--- src/rtl/core/mrr_pkg.sv ---
// Package for the modem reply recognizer: pattern table, types, codes.
// No dependencies.
package mrr_pkg;
   localparam int PatCount = 16;
   localparam int PatMax   = 25;

   typedef enum logic [2:0] {
      ST_IDLE, ST_SCAN, ST_DROP, ST_SHIFT, ST_EMIT
   } state_type;

   typedef struct packed {
      logic [3:0]  pattern_index;
      logic [6:0]  signal_quality;
      logic [1:0]  sim_state;
      logic        first_ready;
      logic        link_up;
      logic [2:0]  connect_step;
      logic [1:0]  reply_status;
      logic [2:0]  operator_profile;
      logic [47:0] server_time;
   } rsp_type;

   typedef struct packed {
      logic [7:0] rx_byte;
   } req_type;

   // control from sequencer to window cells; load_pos covers up to 256 cells
   typedef struct packed {
      logic       load;
      logic       shift;
      logic [7:0] load_pos;
   } win_ctl_type;

   function automatic logic [4:0] pat_len(input logic [3:0] i);
      case (i)
         4'd0: pat_len = 5'd12;  4'd1: pat_len = 5'd6;   4'd2: pat_len = 5'd4;
         4'd3: pat_len = 5'd2;   4'd4: pat_len = 5'd5;   4'd5: pat_len = 5'd11;
         4'd6: pat_len = 5'd25;  4'd7: pat_len = 5'd9;   4'd8: pat_len = 5'd9;
         4'd9: pat_len = 5'd7;   4'd14: pat_len = 5'd11; 4'd15: pat_len = 5'd10;
         default: pat_len = 5'd5;
      endcase
   endfunction

   function automatic logic [8*PatMax-1:0] pat_text(input logic [3:0] i);
      case (i)
         4'd0: pat_text = "+CPIN: READY";
         4'd1: pat_text = "+CSQ: ";
         4'd2: pat_text = "GSV,";
         4'd3: pat_text = "OK";
         4'd4: pat_text = "45201";
         4'd5: pat_text = "+NETOPEN: 1";
         4'd6: pat_text = "Network is already opened";
         4'd7: pat_text = "+IPCLOSE:";
         4'd8: pat_text = "+CIPOPEN:";
         4'd9: pat_text = "CMD=|v|";
         4'd10: pat_text = "45204";
         4'd11: pat_text = "45202";
         4'd12: pat_text = "45207";
         4'd13: pat_text = "45205";
         4'd14: pat_text = "SIM REMOVED";
         default: pat_text = "+CME ERROR";
      endcase
   endfunction

   // byte j of pattern i (string is right aligned)
   function automatic logic [7:0] pat_byte(input logic [3:0] i, input logic [4:0] j);
      logic [8*PatMax-1:0] t;
      logic [4:0] l;
      logic [5:0] p;
      t = pat_text(i);
      l = pat_len(i);
      p = 6'(l) - 6'(j) - 6'd1;
      pat_byte = t[p*8 +: 8];
   endfunction

   function automatic logic is_digit(input logic [7:0] c);
      is_digit = (c >= 8'h30) && (c <= 8'h39);
   endfunction

   function automatic logic [6:0] parse_quality(input logic [7:0] a, input logic [7:0] b);
      logic [3:0] da, db;
      da = a[3:0];
      db = b[3:0];
      if (is_digit(a)) begin
         if (is_digit(b)) parse_quality = 7'(da) * 7'd10 + 7'(db);
         else parse_quality = 7'(da);
      end else if ((a == 8'h20 || a == 8'h2b || (a >= 8'd9 && a <= 8'd13)) && is_digit(b))
         parse_quality = 7'(db);
      else parse_quality = 7'd0;
   endfunction
endpackage

--- src/rtl/core/mrr_if.sv ---
// Valid/ready channel interface for the modem reply recognizer.
// Uses nothing else.
interface mrr_if #(parameter int W = 8) (input logic clock);
   logic         valid;
   logic         ready;
   logic [W-1:0] payload;
   modport source (output valid, output payload, input ready);
   modport sink (input valid, input payload, output ready);
endinterface

--- src/rtl/core/modem_reply_recognizer.sv ---
// Modem reply recognizer.
// Request channel req (rx_byte), response channel rsp (match record).
// A byte enters a row of WINDOW_DEPTH byte cells; cell 0 is the oldest.
// A sequencer then tries the 16 patterns at cell 0, one byte compare per
// cycle; a miss moves on to the next pattern from its first byte. A
// position that fails all patterns is dropped by one shift and the next
// position is scanned again. A match shifts out its consumed bytes one per
// cycle (up to 25), then ST_EMIT loads the output register once the
// previous response has been taken. A byte that only extends a partial
// reply returns the sequencer to idle to wait for more bytes. At most one
// response per request.
// A response sits in an output register; the next request is accepted
// only after the previous request has finished, and while the response
// is held (stalled receiver) no new scan starts.
// Synchronous reset clears the count, link state (SIM unknown) and control.
// Window cells are not reset; only cells below the count are read.
module modem_reply_recognizer #(
   parameter int WINDOW_DEPTH = 32
) (
   input logic clock,
   input logic reset,
   mrr_if.sink   req,
   mrr_if.source rsp
);
   import mrr_pkg::*;
   localparam int CntW = $clog2(WINDOW_DEPTH + 1);
   localparam int PosW = $clog2(WINDOW_DEPTH);

   win_ctl_type ctl;
   logic [7:0] cells [WINDOW_DEPTH];

   for (genvar g = 0; g < WINDOW_DEPTH; g++) begin : g_cell
      logic [7:0] rb;
      if (g == WINDOW_DEPTH - 1) begin : g_end
         assign rb = 8'h00;
      end else begin : g_mid
         assign rb = cells[g+1];
      end
      mrr_cell #(.PosW(PosW), .Pos(PosW'(g))) u_cell (
         .clock(clock), .ctl(ctl), .new_byte(req.payload[7:0]),
         .right_byte(rb), .data(cells[g]));
   end

   state_type state_ff, state_in;
   logic [CntW-1:0] count_ff, count_in;
   logic [3:0] pat_ff, pat_in;
   logic [4:0] j_ff, j_in;
   logic [5:0] used_ff, used_in;  // bytes still to shift out
   logic [1:0] sim_ff, sim_in;
   logic [6:0] q_ff, q_in;
   logic [2:0] step_ff, step_in, prof_ff, prof_in;
   logic [1:0] stat_ff, stat_in;
   logic link_ff, link_in, first_ff, first_in;
   logic [47:0] tm_ff, tm_in;
   logic rv_ff, rv_in;
   rsp_type rsp_ff, rsp_in;
   logic emit_ff, emit_in; // send response after shifting

   logic [7:0] cur, pb;
   logic [4:0] plen;
   logic [CntW:0] need;

   // compare index never passes the longest pattern, well inside the row
   assign cur  = cells[PosW'(j_ff)];
   assign pb   = pat_byte(pat_ff, j_ff);
   assign plen = pat_len(pat_ff);

   assign req.ready = (state_ff == ST_IDLE) && !rv_ff && (count_ff < CntW'(WINDOW_DEPTH));
   assign rsp.valid = rv_ff;
   assign rsp.payload = rsp_ff;

   always_comb begin
      state_in = state_ff; count_in = count_ff; pat_in = pat_ff; j_in = j_ff;
      used_in = used_ff; sim_in = sim_ff; q_in = q_ff; step_in = step_ff;
      prof_in = prof_ff; stat_in = stat_ff; link_in = link_ff; first_in = first_ff;
      tm_in = tm_ff; rv_in = rv_ff; rsp_in = rsp_ff; emit_in = emit_ff;
      ctl = '0;
      need = '0;
      if (rv_ff && rsp.ready) rv_in = 1'b0;
      unique case (state_ff)
         ST_IDLE: begin
            if (req.valid && req.ready) begin
               ctl.load = 1'b1;
               ctl.load_pos = 8'(count_ff);
               count_in = count_ff + 1'b1;
               state_in = ST_SCAN; pat_in = '0; j_in = '0;
            end
         end
         ST_SCAN: begin
            if (count_ff == '0) state_in = ST_IDLE;
            else if (j_ff < plen) begin
               if (CntW'(j_ff) >= count_ff) state_in = ST_IDLE; // wait
               else if (cur != pb) begin
                  j_in = '0;
                  if (pat_ff == 4'd15) state_in = ST_DROP;
                  else pat_in = pat_ff + 1'b1;
               end else j_in = j_ff + 1'b1;
            end else begin
               first_in = 1'b0; tm_in = '0;
               used_in = 6'(plen);
               emit_in = 1'b1;
               state_in = ST_SHIFT;
               case (pat_ff)
                  4'd1: begin
                     need = (CntW+1)'(plen) + (CntW+1)'(2);
                     if ({1'b0, count_ff} < need) state_in = ST_IDLE;
                     else if (cells[6] == 8'h2c) begin
                        q_in = '0; used_in = 6'd7;
                     end else begin
                        q_in = parse_quality(cells[6], cells[7]); used_in = 6'd8;
                     end
                  end
                  4'd9: begin
                     need = (CntW+1)'(plen) + (CntW+1)'(6);
                     if ({1'b0, count_ff} < need) state_in = ST_IDLE;
                     else begin
                        tm_in = {cells[7], cells[8], cells[9], cells[10], cells[11],
                                 cells[12]};
                        used_in = 6'd13;
                     end
                  end
                  4'd0: if (sim_ff != 2'd1) begin
                     sim_in = 2'd1; step_in = '0; first_in = 1'b1;
                  end
                  4'd3: stat_in = 2'd1;
                  4'd5: begin stat_in = 2'd2; step_in = 3'd5; end
                  4'd6: step_in = 3'd5;
                  4'd7: step_in = 3'd0;
                  4'd8: link_in = 1'b1;
                  4'd14, 4'd15: begin sim_in = '0; q_in = '0; end
                  4'd4: begin prof_in = 3'd1; step_in = 3'd1; end
                  4'd10, 4'd13: begin prof_in = 3'd2; step_in = 3'd1; end
                  4'd11: begin prof_in = 3'd3; step_in = 3'd1; end
                  4'd12: begin prof_in = 3'd4; step_in = 3'd1; end
                  default: ;
               endcase
               if (state_in == ST_IDLE) emit_in = 1'b0;
            end
         end
         ST_DROP: begin
            ctl.shift = 1'b1;
            count_in = count_ff - 1'b1;
            state_in = ST_SCAN; pat_in = '0; j_in = '0;
         end
         ST_SHIFT: begin
            if (used_ff == '0) state_in = ST_EMIT;
            else begin
               ctl.shift = 1'b1;
               count_in = count_ff - 1'b1;
               used_in = used_ff - 1'b1;
            end
         end
         ST_EMIT: begin
            if (!rv_ff) begin
               rv_in = 1'b1;
               rsp_in = '{pattern_index: pat_ff, signal_quality: q_ff, sim_state: sim_ff,
                  first_ready: first_ff, link_up: link_ff, connect_step: step_ff,
                  reply_status: stat_ff, operator_profile: prof_ff, server_time: tm_ff};
               emit_in = 1'b0;
               state_in = ST_IDLE;
            end
         end
         default: state_in = ST_IDLE;
      endcase
   end

   always_ff @(posedge clock) begin
      if (reset) begin
         state_ff <= ST_IDLE; count_ff <= '0; sim_ff <= 2'd2; q_ff <= '0;
         step_ff <= '0; prof_ff <= '0; stat_ff <= '0; link_ff <= 1'b0;
         rv_ff <= 1'b0; emit_ff <= 1'b0; first_ff <= 1'b0;
         pat_ff <= '0; j_ff <= '0; used_ff <= '0;
      end else begin
         state_ff <= state_in; count_ff <= count_in; sim_ff <= sim_in; q_ff <= q_in;
         step_ff <= step_in; prof_ff <= prof_in; stat_ff <= stat_in; link_ff <= link_in;
         rv_ff <= rv_in; emit_ff <= emit_in; first_ff <= first_in;
         pat_ff <= pat_in; j_ff <= j_in; used_ff <= used_in;
      end
      tm_ff <= tm_in;
      rsp_ff <= rsp_in;
   end
endmodule

--- src/rtl/core/mrr_cell.sv ---
// One window cell: holds one byte, loads it, or takes its right neighbor's.
// Depends on mrr_pkg.
module mrr_cell #(
   parameter int PosW = 6,
   parameter logic [PosW-1:0] Pos = '0
) (
   input  logic                 clock,
   input  mrr_pkg::win_ctl_type ctl,
   input  logic [7:0]           new_byte,
   input  logic [7:0]           right_byte,
   output logic [7:0]           data
);
   import mrr_pkg::*;
   logic [7:0] data_ff, data_in;
   always_comb begin
      data_in = data_ff;
      if (ctl.shift) data_in = right_byte;
      else if (ctl.load && ctl.load_pos[PosW-1:0] == Pos) data_in = new_byte;
   end
   always_ff @(posedge clock) begin
      data_ff <= data_in;
   end
   assign data = data_ff;
endmodule

--- src/flat_wrapper.sv ---
// flat-port wrapper written by rule: the top's interface ports become plain ports
module modem_reply_recognizer_flat import mrr_pkg::*;
#(
   parameter int WINDOW_DEPTH = 32
)
  (clock, reset, req_valid, req_payload, req_ready, rsp_valid, rsp_payload, rsp_ready);
  mrr_if #(.W($bits(req_type))) req_i (.clock(clock));
  mrr_if #(.W($bits(rsp_type))) rsp_i (.clock(clock));
  input logic clock;
  input logic reset;
  input wire logic [$bits(req_i.valid)-1:0] req_valid;
  input wire logic [$bits(req_i.payload)-1:0] req_payload;
  output wire logic [$bits(req_i.ready)-1:0] req_ready;
  output wire logic [$bits(rsp_i.valid)-1:0] rsp_valid;
  output wire logic [$bits(rsp_i.payload)-1:0] rsp_payload;
  input wire logic [$bits(rsp_i.ready)-1:0] rsp_ready;
  assign req_i.valid = req_valid;
  assign req_i.payload = req_payload;
  assign req_ready = req_i.ready;
  assign rsp_valid = rsp_i.valid;
  assign rsp_payload = rsp_i.payload;
  assign rsp_i.ready = rsp_ready;
  modem_reply_recognizer #(.WINDOW_DEPTH(WINDOW_DEPTH)) u_core (.clock(clock), .reset(reset), .req(req_i), .rsp(rsp_i));
endmodule
--- config.mk ---
export PLATFORM = sky130hd
export DESIGN_NAME = modem_reply_recognizer_flat
export DESIGN_NICKNAME = d
export VERILOG_FILES = /design/src/rtl/core/mrr_pkg.sv /design/src/rtl/core/mrr_if.sv /design/src/rtl/core/modem_reply_recognizer.sv /design/src/rtl/core/mrr_cell.sv /design/src/flat_wrapper.sv
export SDC_FILE = /design/constraint.sdc
export NUM_CORES = 1
export LEC_CHECK = 0
export BUFFER_PORTS_ARGS = -buffer_cell sky130_fd_sc_hd__buf_2
export CAP_MARGIN = 20
export CORE_ASPECT_RATIO = 2
export CORE_MARGIN = 2
export CORE_UTILIZATION = 30
export DETAILED_ROUTE_END_ITERATION = 16
export RECOVER_POWER = 25
export SLEW_MARGIN = 20
export SYNTH_ARGS = -nofsm -noshare
export SYNTH_HDL_FRONTEND = slang
export SYNTH_SLANG_ARGS = --single-unit
--- constraint.sdc ---
create_clock -name clock -period 9.2 [get_ports clock]
set_clock_uncertainty 0.1 [all_clocks]
set_input_delay 0.92 -clock clock [delete_from_list [all_inputs] [get_ports clock]]
set_output_delay 0.92 -clock clock [all_outputs]
set_load 0.05 [all_outputs]
== After elaboration in Yosys (flattened, before gate mapping) ==
Memory sizes are Yosys's and may differ from the RTL's. A register that Yosys moved wholly into a read port is not among the register bits.
Cells that the tools add are included.

* Output and inout bits: 73
* Memories kept: 3
* Bits in registers: 419
* Memory bits (read-only): 2,288
* Latch bits: 0
* Logic and storage cells: 390
* RAM bits: 0
* Bits of input ports: 12

* $lt $le $gt $ge: 12
* $add $sub $neg: 10
* Bitwise operators: 5
* Mux-type cells: 130
* Shift-type cells: 1
* Reductions and logical operators: 105
* Div/mod/pow operators: 0
* Multipliers: 1
* Equality and inequality tests: 68

{| class="wikitable"
|+ Memory list
! name !! depth !! width !! rd ports !! clocked after Yosys merged registers in !! wr ports !! line !! source
|-
| (name not given) || 16 || 133 || 1 || 1 || 0 || mrr_pkg.sv:45 || <nowiki>case (i)</nowiki>
|-
| (name not given) || 16 || 5 || 1 || 1 || 0 || mrr_pkg.sv:35 || <nowiki>case (i)</nowiki>
|-
| (name not given) || 16 || 5 || 1 || 1 || 0 || mrr_pkg.sv:35 ||
|}

{| class="wikitable"
|+ Operator list
! cell !! count
|-
| $mux 8 || 64
|-
| $shiftx 200x10->8 || 1
|-
| $eq 5x5->1 const B || 16
|-
| $reduce_bool 2->1 || 35
|-
| $mux 4 || 14
|-
| $bmux 8 s5 || 1
|-
| $eq 5x4->1 const B || 8
|-
| $logic_and 1x1->1 || 40
|-
| $mux 5 || 8
|-
| $mux 6 || 6
|-
| $eq 4x4->1 const B || 8
|-
| $mux 7 || 4
|-
| $mux 3 || 9
|-
| $reduce_and 5->1 || 5
|-
| $eq 8x6->1 const B || 3
|-
| $pmux 3 s4 || 2
|-
| $pmux 6 s2 || 2
|-
| $eq 5x3->1 const B || 4
|-
| $pmux 6 s3 || 1
|-
| $sub 6x1->6 const B || 3
|-
| $eq 4x3->1 const B || 4
|-
| $ge 8x6->1 const B || 2
|-
| $le 8x6->1 const B || 2
|-
| $ne 2x2->1 const B || 8
|-
| 50 further kinds || 82
|}

== Logic depth before layout (Yosys ltp) ==
Gate-level depths: netlist of run 1.

* Depth after elaboration: 12
* Depth in mapped cells: 28
* Mapped depth without buffers: 20

== Cells and area by module ==
A second synthesis of run 1 with hierarchy kept.

* Cells, all modules: 1,816
* Area total of the unflattened synthesis: 25,937.4 µm²

{| class="wikitable"
|+ Modules (own cells, without submodules)
! module !! area each (µm²) !! cells an instance !! sequential area each (µm²) !! instances
|-
| modem_reply_recognizer || 13,372.8 || 1,194 || 5,925.7 || 1
|-
| mrr_cell at u_core.g_cell[11].u_cell ... || 390.4 || 19 || 240.2 || 12
|-
| mrr_cell at u_core.g_cell[10].u_cell ... || 394.1 || 20 || 240.2 || 6
|-
| mrr_cell at u_core.g_cell[17].u_cell ... || 395.4 || 19 || 240.2 || 5
|-
| mrr_cell at u_core.g_cell[1].u_cell ... || 399.1 || 20 || 240.2 || 2
|-
| mrr_cell at u_core.g_cell[4].u_cell ... || 396.6 || 20 || 240.2 || 2
|-
| mrr_cell at u_core.g_cell[28].u_cell ... || 389.1 || 20 || 240.2 || 2
|-
| mrr_cell at u_core.g_cell[12].u_cell || 391.6 || 20 || 240.2 || 1
|-
| mrr_cell at u_core.g_cell[0].u_cell || 390.4 || 20 || 240.2 || 1
|-
| mrr_cell at u_core.g_cell[16].u_cell || 386.6 || 19 || 240.2 || 1
|}

== Worst setup path before layout of run 1 ==
Ideal clock, no wire load.

* Kind: reg2reg
* Start: reg u_core.rv_ff, in the netlist u_core.rsp.valid
* End: reg u_core.rsp_ff, in the netlist u_core.rsp.payload[0] (enable)
* Path buffers: 0
* Stages on the path, launching flop included: 2
* Slack: 584 ps
* Period minus slack after synthesis: 8,616 ps
* Arrival time: 7,817 ps
* Library setup time: 699 ps
* Data required time: 8,401 ps
* Cell sequence: dfxtp_1 nor4b_1

* Word-level cells in the longest chain between the ends: 2

{| class="wikitable"
|+ Ends and longest elaborated chain
! what !! line !! source
|-
| start: declaration || modem_reply_recognizer.sv:55 || <nowiki>logic rv_ff, rv_in;</nowiki>
|-
| start signal: assignment || modem_reply_recognizer.sv:176 || <nowiki>rv_ff <= rv_in; emit_ff <= emit_in; first_ff <= first_in;</nowiki>
|-
| $not 1->1 (no source line) || - ||
|-
| $reduce_and 2->1 (no source line) || - ||
|-
| end signal: assignment || modem_reply_recognizer.sv:180 || <nowiki>rsp_ff <= rsp_in;</nowiki>
|-
| end: declaration || modem_reply_recognizer.sv:56 || <nowiki>rsp_type rsp_ff, rsp_in;</nowiki>
|}

No other way between the ends.
A chain may end at the register's enable or synchronous reset.

==> results of run 1 <==
-- worst paths after layout --
| kind | endpoint | slack (ns) |
|---|---|---|
| setup / recovery | flop | 2.33 |
| hold / removal | u_core.rsp.payload[5]$_DFFE_PP_ | 0.32 |
| setup reg to reg | flop | 2.33 |
| hold reg to reg | u_core.rsp.payload[5]$_DFFE_PP_ | 0.32 |
-- power by group --
group	internal (mW)	switching [mW]	total (mW)	leakage [nW]
Clock	0.948	0.859	1.81	0.662
Sequential	2.77	0.225	3.00	4.46
Combinational	0.731	1.11	1.84	4.93
Total	4.45	2.19	6.65	10.0
-- metal layers --
metal	global-route usage (%)	wire length (um)
met1	15.8	22100
met3	1.83	2500
met5	0	27
met2	31.7	36500
met4	12.6	5530
-- cell families (layout without fill, tap and decap cells) --
group                    after synthesis  in the layout  synth area share (%)
AO/OA/AOI/OAI                        526            526                  15.6
XOR/XNOR                              31             31                  1.17
adder cells (fa/ha/maj)               59             59                  3.29
buffers and inverters                190            250                  3.53
flip-flops                           493            493                  58.1
multiplexers                         118            118                  9.75
other                                  1              1                0.0161
AND/OR/NAND/NOR                      402            402                  8.58
-- layout make-up --
cell class                      instances  area share, %
Timing Repair Buffer                  123           2.33
Tap cell                             1022           4.94
Sequential cell                       493           52.3
Clock inverter                         28          0.961
Inverter                               49          0.710
Clock buffer                           50           4.21
Multi-Input combinational cell       1137           34.6
-- per-stage QoR --
stage,instance area [um2],util (%),hold WS [ns]
3_5_place_dp,24700,32.1,0.305
2_1_floorplan,23300,-,0.300
5_1_grt,25900,33.7,0.327
4_1_cts,26000,33.8,0.315
3_3_place_gp,24700,32.0,0.301
6_report,25900,33.7,0.319
-- cells in the final DEF, fill, tap and decap left out, types with 9 or more instances in the layout --
master,count
inv_1,44
o21ai_1,24
nor2b_1,9
nand3_1,36
nor3_1,26
mux4_2,87
buf_4,34
a21o_1,269
o22ai_1,9
clkbuf_16,42
or3_1,9
clkbuf_1,84
and2_1,63
o211ai_1,12
o21ai_0,61
a211o_1,11
a21oi_1,71
dfxtp_1,125
ha_1,54
edfxtp_1,366
xnor2_1,25
nand4_1,13
nor2_1,92
buf_2,12
nand2_1,103
nand2b_1,12
mux2i_1,30
==> flow_summary.toml, run 1 <==
[outcome]
status = "finished, violations left"
violations = "max-capacitance violations, max-slew violations"

[routing]
antenna_left = 0
drc = 0
wirelength_um = 66600
avgRoutedWirePerCell_um = 23.0
vias = 15100
drt_iter0_drc = 1198
viasPerCell = 5.21
firstDrtPassIters = 5

[placed_design]
pre_cts_ws_ns = 2.00
io_buffer_count = 83
dp.cells = 2824
gp_congestion = 0.881
dpl.hpwl_um = 48800

[setup_path]
cpLargestDelayFamily = "simple AND/OR/NAND/NOR gates"
end_kind = "flop"
path_class = "flop to flop"
worstPathArrival_ns = 7.24
cp-start-kind = "flop"
critical_path.max_stage_delay_ns = 0.96
required_ns = 9.58
critical_path.slowest_cell = "fa_1"
regToRegStartpoint = "u_core.j_ff[0]$_SDFFE_PP0P_"
cp_common_cell = "inv_1"
cp_num_buf_inv = 5
crit_start = "u_core.j_ff[0]$_SDFFE_PP0P_"
path_depth = 19
cp_cell_sequence = "inv_1 > ha_1 > inv_1 > fa_1 > buf_4 > mux4_2 > mux4_2 > a32oi_1 > xnor2_1 > nand4_1 > nor4b_4 > o31ai_1 > o41a_1 > nor2_1 > inv_1 > ha_1 > nand3b_1 > inv_2 > or3_1"
rr_worst_depth = 19
path_max_fanout = 30

[synthesis]
synth_edf_count = 366
async_reset_ff_share_pct = 0
syn_nets = 1890
synth_area_um2 = 23300
avgSynthCellArea_um2 = 12.8
synth_most_common_cell = "edfxtp_1"
synth_common_cells = "edfxtp_1 (366), a21o_1 (269), dfxtp_1 (127)"
ys_ff_latch = 493
synthCells = 1820
synth_area_leaders = "edfxtp_1 (47%), dfxtp_1 (11%), a21o_1 (8.7%)"
yosysTopAreaCell = "edfxtp_1"
netlist.area_leader.share_pct = 47.2
ys.flop_type = "edfxtp_1"
ys_seq_area_share_pct = 58.1
synth_warnings = 0
synth_cell_types = 80

[sta]
setup_viol = 0
setup_ws_ns = 2.33
worst_pin_slew_ns = 3.01
fin_crit_ns = 6.87
fin_setup_tns_ns = 0
max_freq_ghz = 0.146
fin_crit_sh_pct = 74.6
drv_slew = 96
rsz0062_at_grt = "no"
hold_viol = 0
relSlewSlack_pct = -100

[clock_network]
cts_made_buffers = 42
cts_hold_buf = 0
numClockSinks = 493
cts_resized = 0
cts-root-buf = "clkbuf_16"
clk_latency_ns = 0.59
cts_setup_buffers = 0
clk_path_buf_depth = 3
h-tree-depth = 2
cts_tree = "yes"
cts.clk_slew.worst_paths_ns = 0.08

[power]
powerDensity_nw_per_um2 = 257
leakagePower_nw = 10.0
total_power_mw = 6.65
ir_drop_uv = 126

[finish]
finalNonFillerCells = 2902
drive_gt1_share_pct = 12.0
area_growth_pct = 11.3
ff_latch_area_um2 = 13500
final_nets = 1916
antenna_cells = 0
fillers = 7547
multi_input_area_um2 = 8960

[floorplan]
start_util_pct = 30.3
die_w_um = 201
num_rows = 144
dieArea_um2 = 80000
pin_count = 85
core_area_um2 = 76900
die_h_um = 398

[min_path]
worstHoldStart = "u_core.tm_ff[5]$_SDFFCE_PN0P_"
hold_class = "flop to flop"
whs_path_depth = 0

[run]
drv_cap = 2

[grt]
grt_pass1_wl_um = 99300
antenna_found_initial = 3
grt_max_degree = 104
overflow = 0
track_usage_pct = 16.5
first_global_vias = 15600
Power figures use the tool's default switching activity.
==> inputs of run 2 (changes only) <==
clock period = 5.7 ns   (was 9.2 ns; I/O delays follow)
==> run 2 against run 1 <==
Effect of this change:
- the flow still finishes with violations (max-capacitance violations, max-slew violations)
- wire length increased by 1.8%
- combinational power up 67%
- critical path depth did not move
- cell count is 1.5% higher
- clock-buffer cell count grew 4
- largest power group unchanged
==> flow_summary.toml, run 2 (same netlist as run 1, synthesis figures left out) <==
[placed_design]
dpl.hpwl_um = 49900
io_buffer_count = 83
post_dp_cell_area_um2 = 25100
gp_congestion = 0.889
pre_cts_ws_ns = 0.363

[clock_network]
cts_tree = "yes"
cts_setup_buffers = 0
clk_latency_ns = 0.59
numClockSinks = 493
h-tree-depth = 2
cts_hold_buf = 0
cts_resized = 0
clk_path_buf_depth = 3
cts_made_buffers = 43
cts.clk_slew.worst_paths_ns = 0.07
cts-root-buf = "clkbuf_16"

[floorplan]
dieArea_um2 = 80000
die_w_um = 201
core_area_um2 = 76900
die_h_um = 398
num_rows = 144
pin_count = 85
start_util_pct = 30.3

[routing]
antenna_left = 0
wirelength_um = 67800
drc = 0
viasPerCell = 5.22
avgRoutedWirePerCell_um = 23.0
firstDrtPassIters = 5
drt_iter0_drc = 1100
vias = 15400

[sta]
max_freq_ghz = 0.184
relSlewSlack_pct = -105
worst_pin_slew_ns = 3.07
hold_viol = 0
setup_ws_ns = 0.273
rsz0062_at_grt = "no"
fin_setup_tns_ns = 0
fin_crit_ns = 5.43
fin_crit_sh_pct = 95.2
drv_slew = 88
setup_viol = 0

[power]
p_seq_share_pct = 43.8
p_comb_share_pct = 28.1
p_clk_share_pct = 28.1
switching_share_pct = 32.6
total_power_mw = 11.0
intPower_mw = 7.39
ir_drop_uv = 238
leakagePower_nw = 10.3
p_switching_mw = 3.58
powerDensity_nw_per_um2 = 416

[finish]
drive_gt1_share_pct = 13.9
final_nets = 1959
fillers = 7560
finish.utilization_pct = 34.3
final_cell_mix = "edfxtp_1 (366), a21o_1 (269), dfxtp_1 (125)"
area_growth_pct = 13.3
final_common_cell = "edfxtp_1"
design_area_um2 = 26400
antenna_cells = 0

[setup_path]
path_max_fanout = 32
cp-start-kind = "flop"
rrSetupSlack_ns = 0.27
regToRegStartpoint = "u_core.plen[0]$_DFF_P_"
end_kind = "flop"
required_ns = 6.05
path_class = "flop to flop"
worstPathArrival_ns = 5.78
rr_worst_depth = 19

[min_path]
hold_class = "primary input to flop"
whs_endpoint = "u_core.g_cell[31].u_cell.data[5]$_SDFFE_PP0P_"
whs_path_depth = 3
worstHoldStart = "req_payload[5]"

[grt]
track_usage_pct = 16.7
grt_pass1_wl_um = 100000
first_global_vias = 15800
antenna_found_initial = 0
overflow = 0
grt_max_degree = 113

[run]
drv_cap = 2

[outcome]
status = "finished, violations left"
violations = "max-capacitance violations, max-slew violations"
## run 2: cell count changes in the layout (fill, tap and decap cells not counted), moves of 2 or more
| cell | previous run | this run |
|---|---|---|
| buf_12 | 0 | 5 |
| buf_4 | 34 | 72 |
| clkbuf_16 | 42 | 46 |
| clkinv_1 | 7 | 5 |
| clkinv_4 | 1 | 5 |
| inv_4 | 3 | 1 |
| inv_6 | 4 | 1 |
| o21ai_1 | 24 | 27 |
| o21ai_2 | 5 | 1 |
## run 2: worst max-delay path, stage by stage (launching register included)
cell      delay [ns]
dfxtp_1         0.43
ha_1            0.23
inv_1           0.08
fa_1            0.59
buf_12          0.22
inv_1           0.17
nor3_1          0.64
nand3_1         0.15
o311ai_0        0.20
a32oi_1         0.15
xnor2_1         0.18
nor2_1          0.05
nor4b_2         0.15
buf_4           0.18
o311ai_1        0.33
a21boi_2        0.38
inv_2           0.25
ha_1            0.28
nand2b_1        0.31
o21ai_0         0.17
## run 2: cell type report
cell class	instances	area [um2]	area share, %
Tap cell	1022	1280	4.85
Inverter	49	184	0.697
Clock buffer	54	1180	4.48
Clock inverter	26	272	1.03
Timing Repair Buffer	165	985	3.73
Sequential cell	493	13500	51.3
Multi-Input combinational cell	1137	8940	33.9
## run 2: power by group through the flow
stage | combinational [mW] | clock, mW | sequential [mW]
floorplan | 2.12 | 0 | 4.76
global placement | 3.03 | 0 | 4.85
detailed placement | 3.08 | 0 | 4.87
CTS | 3.09 | 3.16 | 4.80
global route | 3.31 | 3.25 | 4.84
finish | 3.08 | 3.08 | 4.80
## run 2: worst max path at each step
stage,start,end,slack [ns]
final,u_core.plen[0]$_DFF_P_,flop,0.27
after global routing,u_core.plen[0]$_DFF_P_,flop,0.02
after detailed placement,u_core.plen[0]$_DFF_P_,flop,0.36
after global placement,u_core.j_ff[0]$_SDFFE_PP0P_,flop,0.37
after floorplan,u_core.j_ff[0]$_SDFFE_PP0P_,flop,0.08
after CTS,u_core.plen[0]$_DFF_P_,flop,0.32
## run 2: stage by stage
stage / hold slack [ns] / std cells
finish: 0.143 / 2946
global route: 0.141 / 2946
CTS: 0.101 / 2945
detailed placement: 0.305 / 2865
global placement: 0.302 / 2865
floorplan: 0.300 / 1820
## run 2: metal layers
metal | vias to the layer above | GRT usage [%] | routed length [um]
met5 | - | 0 | 0
met2 | 508 | 33.1 | 37800
met4 | 0 | 12.2 | 5460
met1 | 7725 | 15.7 | 22200
met3 | 173 | 1.51 | 2300
li1 | 6960 | - | -
